--- src/rtl/wsd_pkg.sv ---
package wsd_pkg;

	// Frame opcodes
	localparam logic [3:0] OP_CONT  = 4'h0;
	localparam logic [3:0] OP_TEXT  = 4'h1;
	localparam logic [3:0] OP_BIN   = 4'h2;
	localparam logic [3:0] OP_CLOSE = 4'h8;
	localparam logic [3:0] OP_PING  = 4'h9;

	// Length field codes and limits
	localparam logic [6:0]  LEN_EXT16     = 7'd126;
	localparam logic [2:0]  EXT16_LAST    = 3'd1;
	localparam logic [2:0]  EXT64_LAST    = 3'd7;
	localparam logic [63:0] PING_MAX_LEN  = 64'd125;
	localparam logic [15:0] CODE_PROTOCOL = 16'd1002;
	localparam logic [15:0] CODE_NONE     = 16'd0;

	// Transmitted frame bytes
	localparam logic [7:0] TX_CLOSE_HDR = 8'h88;
	localparam logic [7:0] TX_CLOSE_LEN = 8'h02;
	localparam logic [7:0] TX_PONG_HDR  = 8'h8A;

	// Result event codes
	localparam logic [1:0] EV_PAYLOAD = 2'd0;
	localparam logic [1:0] EV_EMPTY   = 2'd1;
	localparam logic [1:0] EV_TX      = 2'd2;
	localparam logic [1:0] EV_CLOSED  = 2'd3;

	// Command queue
	localparam int CMD_DEPTH = 4;
	localparam int CMD_PTR_W = $clog2(CMD_DEPTH);
	localparam int CMD_CNT_W = CMD_PTR_W + 1;

	// Expansion steps
	localparam int STEP_W = 3;
	localparam logic [STEP_W-1:0] STEP_FIRST      = 3'd0;
	localparam logic [STEP_W-1:0] STEP_PONG_LAST  = 3'd1;
	localparam logic [STEP_W-1:0] STEP_CODE_HI    = 3'd2;
	localparam logic [STEP_W-1:0] STEP_CODE_LO    = 3'd3;
	localparam logic [STEP_W-1:0] STEP_CLOSE_LAST = 3'd4;

	typedef enum logic [2:0] {
		PH_FLAGS,
		PH_LEN0,
		PH_EXT,
		PH_MASK,
		PH_PAYLOAD
	} phase_t;

	typedef enum logic [2:0] {
		CMD_DATA,
		CMD_EMPTY,
		CMD_TX,
		CMD_PONG,
		CMD_CLOSE
	} cmd_kind_t;

	typedef struct packed {
		cmd_kind_t   kind;
		logic [7:0]  data;
		logic        bin;
		logic        more;
		logic [15:0] reason;
	} cmd_t;

endpackage

--- src/rtl/wsd_in_if.sv ---
interface wsd_in_if;
	logic       valid;
	logic       ready;
	logic [7:0] in_byte;

	modport source (output valid, output in_byte, input ready);
	modport sink (input valid, input in_byte, output ready);
endinterface

--- src/rtl/wsd_out_if.sv ---
interface wsd_out_if;
	logic        valid;
	logic        ready;
	logic [1:0]  event_res;
	logic [7:0]  out_byte;
	logic        is_binary;
	logic        more_follows;
	logic [15:0] close_reason;
	logic        last;

	modport source (output valid, output event_res, output out_byte, output is_binary,
		output more_follows, output close_reason, output last, input ready);
	modport sink (input valid, input event_res, input out_byte, input is_binary,
		input more_follows, input close_reason, input last, output ready);
endinterface

--- src/rtl/websocket_frame_deframer_unit.sv ---
// Channel     Dir   Payload                                                 Handshake
// byte_ch     in    in_byte[7:0]                                            valid/ready
// result_ch   out   event_res[1:0] out_byte[7:0] is_binary more_follows     valid/ready
//                   close_reason[15:0] last
//
// One received word is taken per cycle while the four-entry command queue has room.
// Payload, empty-message and echo words give one result each at one per cycle while
// result_ch is ready; a pong header gives two and a close five, so the result
// sequencer sets the sustained rate. A word's command passes through the command
// queue and then the output word register before its first result is offered.
// arst_n clears the parser, queue pointers and output valid; no clearing pass is needed.
// Once closed, byte_ch stays ready and every word is dropped until reset.
module websocket_frame_deframer_unit (
	input  logic      clk,
	input  logic      arst_n,
	wsd_in_if.sink    byte_ch,
	wsd_out_if.source result_ch
);

	wsd_pkg::cmd_t cmd, head;
	logic          push, full, pop, empty;

	wsd_front u_front (
		.clk    (clk),
		.arst_n (arst_n),
		.in_ch  (byte_ch),
		.cmd    (cmd),
		.push   (push),
		.full   (full)
	);

	wsd_cmd_fifo u_fifo (
		.clk    (clk),
		.arst_n (arst_n),
		.push   (push),
		.wr_cmd (cmd),
		.full   (full),
		.pop    (pop),
		.head   (head),
		.empty  (empty)
	);

	wsd_back u_back (
		.clk    (clk),
		.arst_n (arst_n),
		.head   (head),
		.empty  (empty),
		.pop    (pop),
		.out_ch (result_ch)
	);

endmodule

--- src/rtl/wsd_front.sv ---
// Parser: one word per cycle unless queue full, at most one command per word
module wsd_front (
	input  logic          clk,
	input  logic          arst_n,
	wsd_in_if.sink        in_ch,
	output wsd_pkg::cmd_t cmd,
	output logic          push,
	input  logic          full
);

	wsd_pkg::phase_t phase_q, phase_nx;
	logic [7:0]  flags_q, flags_nx;
	logic [7:0]  slen_q, slen_nx;
	logic [63:0] rem_q, rem_nx, rem_dec;
	logic [7:0]  key_q [4];
	logic [7:0]  key_nx [4];
	logic [1:0]  idx_q, idx_nx;
	logic [2:0]  ext_cnt_q, ext_cnt_nx;
	logic [7:0]  reason_hi_q, reason_hi_nx;
	logic        reason_seen_q, reason_seen_nx;
	logic        closed_q, closed_nx;
	logic        take, cmd_vld, hdr_done, ext_last;
	logic [7:0]  b, u;
	logic [3:0]  op;

	function automatic wsd_pkg::cmd_t mk_cmd(wsd_pkg::cmd_kind_t k, logic [7:0] d,
		logic bin, logic more, logic [15:0] r);
		wsd_pkg::cmd_t c;
		c.kind   = k;
		c.data   = d;
		c.bin    = bin;
		c.more   = more;
		c.reason = r;
		return c;
	endfunction

	// Drop everything once closed, otherwise wait for queue room
	assign in_ch.ready = closed_q || !full;
	assign take        = in_ch.valid && in_ch.ready && !closed_q;
	assign push        = take && cmd_vld;

	assign b        = in_ch.in_byte;
	assign op       = flags_q[3:0];
	assign u        = b ^ key_q[idx_q];
	assign rem_dec  = (rem_q != 64'd0) ? rem_q - 64'd1 : rem_q;
	assign ext_last = (slen_q[6:0] == wsd_pkg::LEN_EXT16 && ext_cnt_q == wsd_pkg::EXT16_LAST)
		|| ext_cnt_q == wsd_pkg::EXT64_LAST;

	// Next state and command
	always_comb begin
		phase_nx       = phase_q;
		flags_nx       = flags_q;
		slen_nx        = slen_q;
		rem_nx         = rem_q;
		key_nx         = key_q;
		idx_nx         = idx_q;
		ext_cnt_nx     = ext_cnt_q;
		reason_hi_nx   = reason_hi_q;
		reason_seen_nx = reason_seen_q;
		closed_nx      = closed_q;
		cmd_vld        = 1'b0;
		cmd            = mk_cmd(wsd_pkg::CMD_DATA, 8'd0, 1'b0, 1'b0, wsd_pkg::CODE_NONE);
		hdr_done       = 1'b0;

		case (phase_q)
			wsd_pkg::PH_FLAGS: begin
				flags_nx       = b;
				idx_nx         = 2'd0;
				key_nx         = '{default: 8'd0};
				reason_hi_nx   = 8'd0;
				reason_seen_nx = 1'b0;
				phase_nx       = wsd_pkg::PH_LEN0;
			end
			wsd_pkg::PH_LEN0: begin
				slen_nx = b;
				if (b[6:0] >= wsd_pkg::LEN_EXT16) begin
					rem_nx     = 64'd0;
					ext_cnt_nx = 3'd0;
					phase_nx   = wsd_pkg::PH_EXT;
				end else begin
					rem_nx = {57'd0, b[6:0]};
					if (b[7])
						phase_nx = wsd_pkg::PH_MASK;
					else
						hdr_done = 1'b1;
				end
			end
			wsd_pkg::PH_EXT: begin
				rem_nx = {rem_q[55:0], b};
				if (ext_last) begin
					if (slen_q[7])
						phase_nx = wsd_pkg::PH_MASK;
					else
						hdr_done = 1'b1;
				end else begin
					ext_cnt_nx = ext_cnt_q + 3'd1;
				end
			end
			wsd_pkg::PH_MASK: begin
				key_nx[idx_q] = b;
				idx_nx        = idx_q + 2'd1;
				if (idx_q == 2'd3)
					hdr_done = 1'b1;
			end
			wsd_pkg::PH_PAYLOAD: begin
				idx_nx   = idx_q + 2'd1;
				rem_nx   = rem_dec;
				phase_nx = (rem_dec == 64'd0) ? wsd_pkg::PH_FLAGS : wsd_pkg::PH_PAYLOAD;
				if (op == wsd_pkg::OP_PING) begin
					cmd_vld = 1'b1;
					cmd     = mk_cmd(wsd_pkg::CMD_TX, u, 1'b0, 1'b0, wsd_pkg::CODE_NONE);
				end else if (op inside {wsd_pkg::OP_CONT, wsd_pkg::OP_TEXT, wsd_pkg::OP_BIN}) begin
					cmd_vld = 1'b1;
					cmd     = mk_cmd(wsd_pkg::CMD_DATA, u, op == wsd_pkg::OP_BIN,
						!flags_q[7], wsd_pkg::CODE_NONE);
				end else if (op == wsd_pkg::OP_CLOSE) begin
					if (reason_seen_q) begin
						cmd_vld   = 1'b1;
						closed_nx = 1'b1;
						cmd       = mk_cmd(wsd_pkg::CMD_CLOSE, 8'd0, 1'b0, 1'b0,
							{reason_hi_q, u});
					end else begin
						reason_hi_nx   = u;
						reason_seen_nx = 1'b1;
						if (rem_dec == 64'd0) begin
							cmd_vld   = 1'b1;
							closed_nx = 1'b1;
							cmd       = mk_cmd(wsd_pkg::CMD_CLOSE, 8'd0, 1'b0, 1'b0,
								wsd_pkg::CODE_NONE);
						end
					end
				end
			end
			default: begin
				phase_nx = wsd_pkg::PH_FLAGS;
			end
		endcase

		// End of header: decide what the frame does
		if (hdr_done) begin
			phase_nx = (rem_nx == 64'd0) ? wsd_pkg::PH_FLAGS : wsd_pkg::PH_PAYLOAD;
			if (op == wsd_pkg::OP_PING) begin
				cmd_vld = 1'b1;
				if (rem_nx > wsd_pkg::PING_MAX_LEN) begin
					closed_nx = 1'b1;
					cmd       = mk_cmd(wsd_pkg::CMD_CLOSE, 8'd0, 1'b0, 1'b0,
						wsd_pkg::CODE_PROTOCOL);
				end else begin
					cmd = mk_cmd(wsd_pkg::CMD_PONG, rem_nx[7:0], 1'b0, 1'b0,
						wsd_pkg::CODE_NONE);
				end
			end else if (op inside {wsd_pkg::OP_CONT, wsd_pkg::OP_TEXT, wsd_pkg::OP_BIN}) begin
				if (!slen_nx[7]) begin
					cmd_vld   = 1'b1;
					closed_nx = 1'b1;
					cmd       = mk_cmd(wsd_pkg::CMD_CLOSE, 8'd0, 1'b0, 1'b0,
						wsd_pkg::CODE_PROTOCOL);
				end else if (rem_nx == 64'd0) begin
					cmd_vld = 1'b1;
					cmd     = mk_cmd(wsd_pkg::CMD_EMPTY, 8'd0, op == wsd_pkg::OP_BIN,
						!flags_q[7], wsd_pkg::CODE_NONE);
				end
			end else if (op == wsd_pkg::OP_CLOSE && rem_nx == 64'd0) begin
				cmd_vld   = 1'b1;
				closed_nx = 1'b1;
				cmd       = mk_cmd(wsd_pkg::CMD_CLOSE, 8'd0, 1'b0, 1'b0, wsd_pkg::CODE_NONE);
			end
		end
	end

	// Parser state
	always_ff @(posedge clk or negedge arst_n) begin
		if (!arst_n) begin
			phase_q       <= wsd_pkg::PH_FLAGS;
			flags_q       <= 8'd0;
			slen_q        <= 8'd0;
			rem_q         <= 64'd0;
			key_q         <= '{default: 8'd0};
			idx_q         <= 2'd0;
			ext_cnt_q     <= 3'd0;
			reason_hi_q   <= 8'd0;
			reason_seen_q <= 1'b0;
			closed_q      <= 1'b0;
		end else if (take) begin
			phase_q       <= phase_nx;
			flags_q       <= flags_nx;
			slen_q        <= slen_nx;
			rem_q         <= rem_nx;
			key_q         <= key_nx;
			idx_q         <= idx_nx;
			ext_cnt_q     <= ext_cnt_nx;
			reason_hi_q   <= reason_hi_nx;
			reason_seen_q <= reason_seen_nx;
			closed_q      <= closed_nx;
		end
	end

	// Closed is sticky until reset
	a_closed_sticky: assert property (@(posedge clk) disable iff (!arst_n)
		closed_q |=> closed_q)
		else $error("closed flag dropped");

	// Closing only ever follows a queued close command
	a_close_cmd: assert property (@(posedge clk) disable iff (!arst_n)
		$rose(closed_q) |-> $past(push && cmd.kind == wsd_pkg::CMD_CLOSE))
		else $error("closed without close command");

	// Never push into a full queue
	a_no_overflow: assert property (@(posedge clk) disable iff (!arst_n)
		push |-> !full)
		else $error("command pushed while queue full");

endmodule

--- src/rtl/wsd_cmd_fifo.sv ---
// Short command queue between parser and result sequencer
module wsd_cmd_fifo (
	input  logic          clk,
	input  logic          arst_n,
	input  logic          push,
	input  wsd_pkg::cmd_t wr_cmd,
	output logic          full,
	input  logic          pop,
	output wsd_pkg::cmd_t head,
	output logic          empty
);

	wsd_pkg::cmd_t mem_q [wsd_pkg::CMD_DEPTH];
	logic [wsd_pkg::CMD_PTR_W-1:0] wr_ptr_q, rd_ptr_q;
	logic [wsd_pkg::CMD_CNT_W-1:0] count_q;

	assign full  = count_q == wsd_pkg::CMD_CNT_W'(wsd_pkg::CMD_DEPTH);
	assign empty = count_q == '0;
	assign head  = mem_q[rd_ptr_q];

	// Storage
	always_ff @(posedge clk) begin
		if (push)
			mem_q[wr_ptr_q] <= wr_cmd;
	end

	// Pointers and fill count
	always_ff @(posedge clk or negedge arst_n) begin
		if (!arst_n) begin
			wr_ptr_q <= '0;
			rd_ptr_q <= '0;
			count_q  <= '0;
		end else begin
			if (push)
				wr_ptr_q <= wr_ptr_q + 1'b1;
			if (pop)
				rd_ptr_q <= rd_ptr_q + 1'b1;
			case ({push, pop})
				2'b10:   count_q <= count_q + 1'b1;
				2'b01:   count_q <= count_q - 1'b1;
				default: count_q <= count_q;
			endcase
		end
	end

endmodule

--- src/rtl/wsd_back.sv ---
// Result sequencer: expands each queued command into one to five result words
module wsd_back (
	input  logic          clk,
	input  logic          arst_n,
	input  wsd_pkg::cmd_t head,
	input  logic          empty,
	output logic          pop,
	wsd_out_if.source     out_ch
);

	logic [wsd_pkg::STEP_W-1:0] step_q;
	logic        load, fin;
	logic        vld_q;
	logic [1:0]  ev_q, ev_nx;
	logic [7:0]  byte_q, byte_nx;
	logic        bin_q, bin_nx;
	logic        more_q, more_nx;
	logic [15:0] reason_q, reason_nx;
	logic        last_q;

	assign load = !empty && (!vld_q || out_ch.ready);
	assign pop  = load && fin;

	// Word for the current step of the head command
	always_comb begin
		ev_nx     = wsd_pkg::EV_TX;
		byte_nx   = 8'd0;
		bin_nx    = 1'b0;
		more_nx   = 1'b0;
		reason_nx = wsd_pkg::CODE_NONE;
		fin       = 1'b1;
		case (head.kind)
			wsd_pkg::CMD_DATA: begin
				ev_nx   = wsd_pkg::EV_PAYLOAD;
				byte_nx = head.data;
				bin_nx  = head.bin;
				more_nx = head.more;
			end
			wsd_pkg::CMD_EMPTY: begin
				ev_nx   = wsd_pkg::EV_EMPTY;
				bin_nx  = head.bin;
				more_nx = head.more;
			end
			wsd_pkg::CMD_TX: begin
				byte_nx = head.data;
			end
			wsd_pkg::CMD_PONG: begin
				fin     = step_q == wsd_pkg::STEP_PONG_LAST;
				byte_nx = fin ? head.data : wsd_pkg::TX_PONG_HDR;
			end
			wsd_pkg::CMD_CLOSE: begin
				reason_nx = head.reason;
				fin       = step_q == wsd_pkg::STEP_CLOSE_LAST;
				case (step_q)
					wsd_pkg::STEP_FIRST:      byte_nx = wsd_pkg::TX_CLOSE_HDR;
					wsd_pkg::STEP_PONG_LAST:  byte_nx = wsd_pkg::TX_CLOSE_LEN;
					wsd_pkg::STEP_CODE_HI:    byte_nx = head.reason[15:8];
					wsd_pkg::STEP_CODE_LO:    byte_nx = head.reason[7:0];
					wsd_pkg::STEP_CLOSE_LAST: ev_nx = wsd_pkg::EV_CLOSED;
					default:                  byte_nx = 8'd0;
				endcase
			end
			default: begin
				fin = 1'b1;
			end
		endcase
	end

	// Step counter and output valid
	always_ff @(posedge clk or negedge arst_n) begin
		if (!arst_n) begin
			step_q <= wsd_pkg::STEP_FIRST;
			vld_q  <= 1'b0;
		end else begin
			if (load)
				step_q <= fin ? wsd_pkg::STEP_FIRST : step_q + 1'b1;
			if (load)
				vld_q <= 1'b1;
			else if (out_ch.ready)
				vld_q <= 1'b0;
		end
	end

	// Output word register
	always_ff @(posedge clk) begin
		if (load) begin
			ev_q     <= ev_nx;
			byte_q   <= byte_nx;
			bin_q    <= bin_nx;
			more_q   <= more_nx;
			reason_q <= reason_nx;
			last_q   <= fin;
		end
	end

	assign out_ch.valid        = vld_q;
	assign out_ch.event_res    = ev_q;
	assign out_ch.out_byte     = byte_q;
	assign out_ch.is_binary    = bin_q;
	assign out_ch.more_follows = more_q;
	assign out_ch.close_reason = reason_q;
	assign out_ch.last         = last_q;

	// Mid-expansion the command stays at the head
	a_hold_head: assert property (@(posedge clk) disable iff (!arst_n)
		step_q != wsd_pkg::STEP_FIRST |-> !empty)
		else $error("command lost during expansion");

	// Only multi-word commands advance the step
	a_step_kind: assert property (@(posedge clk) disable iff (!arst_n)
		step_q != wsd_pkg::STEP_FIRST |->
			(head.kind == wsd_pkg::CMD_PONG || head.kind == wsd_pkg::CMD_CLOSE))
		else $error("step advanced on single-word command");

	// A closed event always ends its input word's results
	a_closed_last: assert property (@(posedge clk) disable iff (!arst_n)
		vld_q && ev_q == wsd_pkg::EV_CLOSED |-> last_q)
		else $error("closed event not marked last");

endmodule

--- src/flat_wrapper.sv ---
// flat-port wrapper written by rule: the top's interface ports become plain ports
module websocket_frame_deframer_unit_flat 
  (clk, arst_n, byte_ch_valid, byte_ch_in_byte, byte_ch_ready, result_ch_valid, result_ch_event_res, result_ch_out_byte, result_ch_is_binary, result_ch_more_follows, result_ch_close_reason, result_ch_last, result_ch_ready);
  wsd_in_if byte_ch_i ();
  wsd_out_if result_ch_i ();
  input  logic clk;
  input  logic arst_n;
  input wire logic [$bits(byte_ch_i.valid)-1:0] byte_ch_valid;
  input wire logic [$bits(byte_ch_i.in_byte)-1:0] byte_ch_in_byte;
  output wire logic [$bits(byte_ch_i.ready)-1:0] byte_ch_ready;
  output wire logic [$bits(result_ch_i.valid)-1:0] result_ch_valid;
  output wire logic [$bits(result_ch_i.event_res)-1:0] result_ch_event_res;
  output wire logic [$bits(result_ch_i.out_byte)-1:0] result_ch_out_byte;
  output wire logic [$bits(result_ch_i.is_binary)-1:0] result_ch_is_binary;
  output wire logic [$bits(result_ch_i.more_follows)-1:0] result_ch_more_follows;
  output wire logic [$bits(result_ch_i.close_reason)-1:0] result_ch_close_reason;
  output wire logic [$bits(result_ch_i.last)-1:0] result_ch_last;
  input wire logic [$bits(result_ch_i.ready)-1:0] result_ch_ready;
  assign byte_ch_i.valid = byte_ch_valid;
  assign byte_ch_i.in_byte = byte_ch_in_byte;
  assign byte_ch_ready = byte_ch_i.ready;
  assign result_ch_valid = result_ch_i.valid;
  assign result_ch_event_res = result_ch_i.event_res;
  assign result_ch_out_byte = result_ch_i.out_byte;
  assign result_ch_is_binary = result_ch_i.is_binary;
  assign result_ch_more_follows = result_ch_i.more_follows;
  assign result_ch_close_reason = result_ch_i.close_reason;
  assign result_ch_last = result_ch_i.last;
  assign result_ch_i.ready = result_ch_ready;
  websocket_frame_deframer_unit u_core (.clk(clk), .arst_n(arst_n), .byte_ch(byte_ch_i), .result_ch(result_ch_i));
endmodule
--- config.mk ---
export PLATFORM = sky130hd
export DESIGN_NAME = websocket_frame_deframer_unit_flat
export DESIGN_NICKNAME = d
export VERILOG_FILES = /design/src/rtl/wsd_pkg.sv /design/src/rtl/wsd_in_if.sv /design/src/rtl/wsd_out_if.sv /design/src/rtl/websocket_frame_deframer_unit.sv /design/src/rtl/wsd_front.sv /design/src/rtl/wsd_cmd_fifo.sv /design/src/rtl/wsd_back.sv /design/src/flat_wrapper.sv
export SDC_FILE = /design/constraint.sdc
export NUM_CORES = 1
export LEC_CHECK = 0
export ABC_AREA = 0
export BUFFER_PORTS_ARGS = -buffer_cell sky130_fd_sc_hd__buf_2
export CORE_AREA = 4 4 224 226
export CTS_BUF_LIST = sky130_fd_sc_hd__clkbuf_8
export DETAILED_ROUTE_END_ITERATION = 7
export DIE_AREA = 0 0 228 230
export PLACE_DENSITY_LB_ADDON = 0.2
export SYNTH_ARGS = -nofsm -noshare
export SYNTH_HDL_FRONTEND = slang
export SYNTH_HIERARCHICAL = 1
export SYNTH_SLANG_ARGS = --single-unit
--- constraint.sdc ---
create_clock -name clk -period 6.2 [get_ports clk]
set_input_delay 0.93 -clock clk [delete_from_list [all_inputs] [get_ports clk]]
set_output_delay 0.93 -clock clk [all_outputs]
set_load 0.05 [all_outputs]
==> results_dict.tcl <==
set metrics [dict create \
    start_kind "flop" \
    r2r_cells 20 \
    finalCritPeriodShare_pct 94.00 \
    gp_congestion 1.037 \
    clock_tree.root_cell "clkbuf_8" \
    finalSetupViolations 0 \
    ctsHoldBuffers 0 \
    cts_tree "yes" \
    dp_worst_setup_slack_ns 0.6293 \
    p_leak_nw 7.053 \
    core_area_um2 48340 \
    cts_resized 0 \
    max_cap_violations 0 \
    syn-num-nets 1602 \
    finalPower_mw 10.12 \
    routed_via_density 6.064 \
    h-tree-depth 2 \
    rsz0062_at_grt "false" \
    final_common_cell "nand2_1" \
    fin_ws_ns 0.3722 \
    fillers 4785 \
    final_cell_mix "nand2_1, edfxtp_1, dfrtp_1" \
    clkLatencyLatePin_ns 0.67 \
    fin_worst_skew_ns 0.05524 \
    max-vdd-ir-drop_v 0.0002557 \
    synth_top_family_by_area "simple AND/OR/NAND/NOR gates" \
    p_per_area_nw_per_um2 545.1 \
    area_growth_syn_to_layout_pct 14.50 \
    r2r_end "u_core/u_fifo/count_q[2]$_DFFE_PN0P_" \
    crit_arrival_ns 6.34 \
    yosysTopAreaCell "edfxtp_1" \
    tightest_slew_ns 1.100 \
    drive_above_1_share_pct 19.28 \
    r2r_start "u_core/u_front/rem_q[14]$_DFFE_PN0P_" \
    critPathTopFamily "simple AND/OR/NAND/NOR gates" \
    syn_area_um2 16220 \
    synth-edff-count 145 \
    drtIter0Drc 1614 \
    die_h_um 230 \
    fin_setup_tns_ns 0 \
    rows 81 \
    synth-async-reset-ratio_pct 48.76 \
    yosys_warnings 6 \
    hold_viol_final 0 \
    fp.dieArea_um2 52440 \
    path_max_fanout 12 \
    drt-pass1-iter-count 7 \
    fmax_ghz 0.1716 \
    status "finished clean" \
    required_ns 6.71 \
    ys.flop_type "edfxtp_1" \
    cts_setup_buffers 0 \
    fp.dieW_um 228 \
    antenna_found_initial 0 \
    syn_inst 1571 \
    wirelength_um 59670 \
    setup.worst_path.end_class "flop" \
    crit_cells 20 \
    synth_mux_area_share_pct 6.496 \
    antenna_cells 0 \
    synth_compound_area_share_pct 17.94 \
    io_pins 43 \
    dp_hpwl_um 42230 \
    grt_pass1_vias 13650 \
    clockBufferDepth 3 \
    synthSimpleGateAreaFrac_pct 18.98 \
    grt-ovfl-total 0 \
    synthAdderAreaFrac_pct 1.759 \
    crit_buf_inv 4 \
    grt_max_degree 94 \
    fin_nets 1662 \
    slowest_stage "nor4_1" \
    crit_type "reg -> reg" \
    slew_headroom_pct 26.41 \
    vias 13900 \
    startpoint "u_core/u_front/rem_q[14]$_DFFE_PN0P_" \
    clkSinkCount 283 \
    cp_common_cell "nor2_1" \
    slew_violations 0 \
    synth_area_leaders "edfxtp_1, dfrtp_1, mux4_2, nand2_1, o21ai_0" \
    drtAntennaViolNets 0 \
    grt_usage_pct 22.16 \
    max_stage_delay_ns 0.72 \
    grt_first_pass_wirelength_um 89380 \
    path_clk_slew_ns 0.07 \
    timing.reg2reg.setup_slack_ns 0.37 \
    io_buffer_count 42 \
    yosysSeqAreaShare_pct 48.14 \
    wl_per_cell_um 26.03 \
    endpoint "u_core/u_fifo/count_q[2]$_DFFE_PN0P_" \
    path_cells "nor4_1 > nand4_1 > or2_1 > nor2_1 > buf_4 > nor4_1 > a211oi_1 > nand4b_1 > nor4_4 > buf_4 > nand3_1 > nor2_1 > o21a_1 > inv_1 > ha_1 > inv_1 > fa_1 > xor2_1 > nor2_1 > xor2_1" \
    netlist.area_leader.share_pct 26.85 \
    hold_path.class "in -> async" \
    ys_ff_latch 283 \
    yosysUniqueCellTypes 96 \
    cts_buffers 51 \
    finalCriticalPeriod_ns 5.828 \
    postSynthAreaPerCell_um2 10.32 \
    synth-xor-area-share_pct 2.376 \
    initial_utilization_pct 33.55 \
    drc 0 \
]
[Yosys cell counts, types with 6 or more instances]
library cell,n
nand2_1,170
edfxtp_1,145
dfrtp_1,138
o21ai_0,126
clkbuf_1,102
nor2_1,93
a21oi_1,67
nor4_1,42
a22o_1,38
nor3_1,38
and2_1,36
mux4_2,36
nand3_1,33
nand4_1,28
buf_2,27
xnor2_1,25
inv_1,24
a22oi_1,23
or3_1,21
o22ai_1,20
xor2_1,19
ha_1,18
a31oi_1,17
o31ai_1,16
or4_1,15
mux2_2,13
nand2b_1,12
nor3b_1,10
a211oi_1,9
and3_1,9
o211ai_1,9
a21o_1,8
buf_1,8
nor4_4,8
mux2i_1,7
o311ai_0,7
a32oi_1,6
nor2b_1,6
or2_2,6
[stage by stage]
| stage | cell area (µm²) | util [%] | hold slack [ns] | cells |
|---|---|---|---|---|
| 2_1_floorplan | 16220 | - | 0.4414 | 1571 |
| 3_3_place_gp | 17480 | 36.17 | 0.4548 | 2200 |
| 3_5_place_dp | 17480 | 36.17 | 0.4626 | 2200 |
| 4_1_cts | 18570 | 38.41 | 0.3629 | 2292 |
| 5_1_grt | 18570 | 38.41 | 0.3851 | 2292 |
| 6_report | 18570 | 38.41 | 0.3018 | 2292 |
[registers in the layout, indices dropped and copies added, names as in the netlist, 2 cells and up]
signal and cells:
u_core/u_back/out_ch.close_reason 16, u_core/u_fifo/count_q 3, u_core/u_front/rem_q 64, u_core/u_fifo/wr_ptr_q 2
u_core/u_front/slen_q 8, u_core/u_fifo/rd_ptr_q 2, u_core/u_front/ext_cnt_q 3, u_core/u_front/reason_hi_q 8
u_core/u_front/idx_q 2, u_core/u_back/out_ch.out_byte 8, u_core/u_back/step_q 3, u_core/u_front/key_q 32
u_core/u_front/phase_q 3, u_core/u_front/flags_q 5, u_core/u_fifo/mem_q 116, u_core/u_back/out_ch.event_res 2
[worst min path at each step]
stage                                                         to  cells past startpoint                                 start
after floorplan           u_core/u_back/out_ch.valid$_DFFE_PN0P_                      2  u_core/u_fifo/count_q[1]$_DFFE_PN0P_
after global placement       u_core/u_front/closed_q$_DFFE_PN0P_                      1   u_core/u_front/closed_q$_DFFE_PN0P_
after detailed placement     u_core/u_front/closed_q$_DFFE_PN0P_                      1   u_core/u_front/closed_q$_DFFE_PN0P_
after CTS                   u_core/u_front/rem_q[24]$_DFFE_PN0P_                      1                                arst_n
after global routing        u_core/u_front/rem_q[25]$_DFFE_PN0P_                      1                                arst_n
final                       u_core/u_front/rem_q[25]$_DFFE_PN0P_                      1                                arst_n
[logic make-up after synthesis]
logic type,Yosys count
and+or+nand+nor,563
AOI/OAI and AO/OA,433
DFF,283
buffers and inverters,168
muxes,57
xor gates and xnor gates,44
adders and majority gates,23
[worst register-to-register path: stages (launching register included)]
cell and delay, ns:
dfrtp_1 0.54, nor4_1 0.73, nand4_1 0.26, or2_1 0.43
nor2_1 0.68, buf_4 0.32, nor4_1 0.07, a211oi_1 0.52
nand4b_1 0.24, nor4_4 0.34, buf_4 0.21, nand3_1 0.14
nor2_1 0.15, o21a_1 0.18, inv_1 0.05, ha_1 0.21
inv_1 0.07, fa_1 0.18, xor2_1 0.15, nor2_1 0.06
xor2_1 0.14
[routing by layer]
layer  global-route usage [%]  vias to the layer above  routed length (µm)
met1                    30.11                     6873               25370
met2                    33.69                      729               25920
met3                    4.423                      202                4958
met5                        0                        -                   0
li1                         -                     6094                   -
met4                    11.48                        0                3428
[layout make-up]
| cell class | count | area [µm²] | share of cell area [%] |
|---|---|---|---|
| clock buffers | 66 | 908.4 | 4.892 |
| well taps | 622 | 778.2 | 4.191 |
| clock inverters | 26 | 175.2 | 0.9434 |
| multi-input cells | 1120 | 7742 | 41.70 |
| inverters | 26 | 97.59 | 0.5256 |
| flip-flops and latches | 283 | 7809 | 42.06 |
| repair buffers | 149 | 1057 | 5.694 |
[power breakdown]
group | internal [mW] | total [mW] | switching [mW]
Clock | 1.01 | 1.84 | 0.835
Combinational | 1.81 | 5.42 | 3.61
Sequential | 2.41 | 2.86 | 0.457
Total | 5.22 | 10.1 | 4.90
No activity file was read; power rests on OpenSTA's default activity.
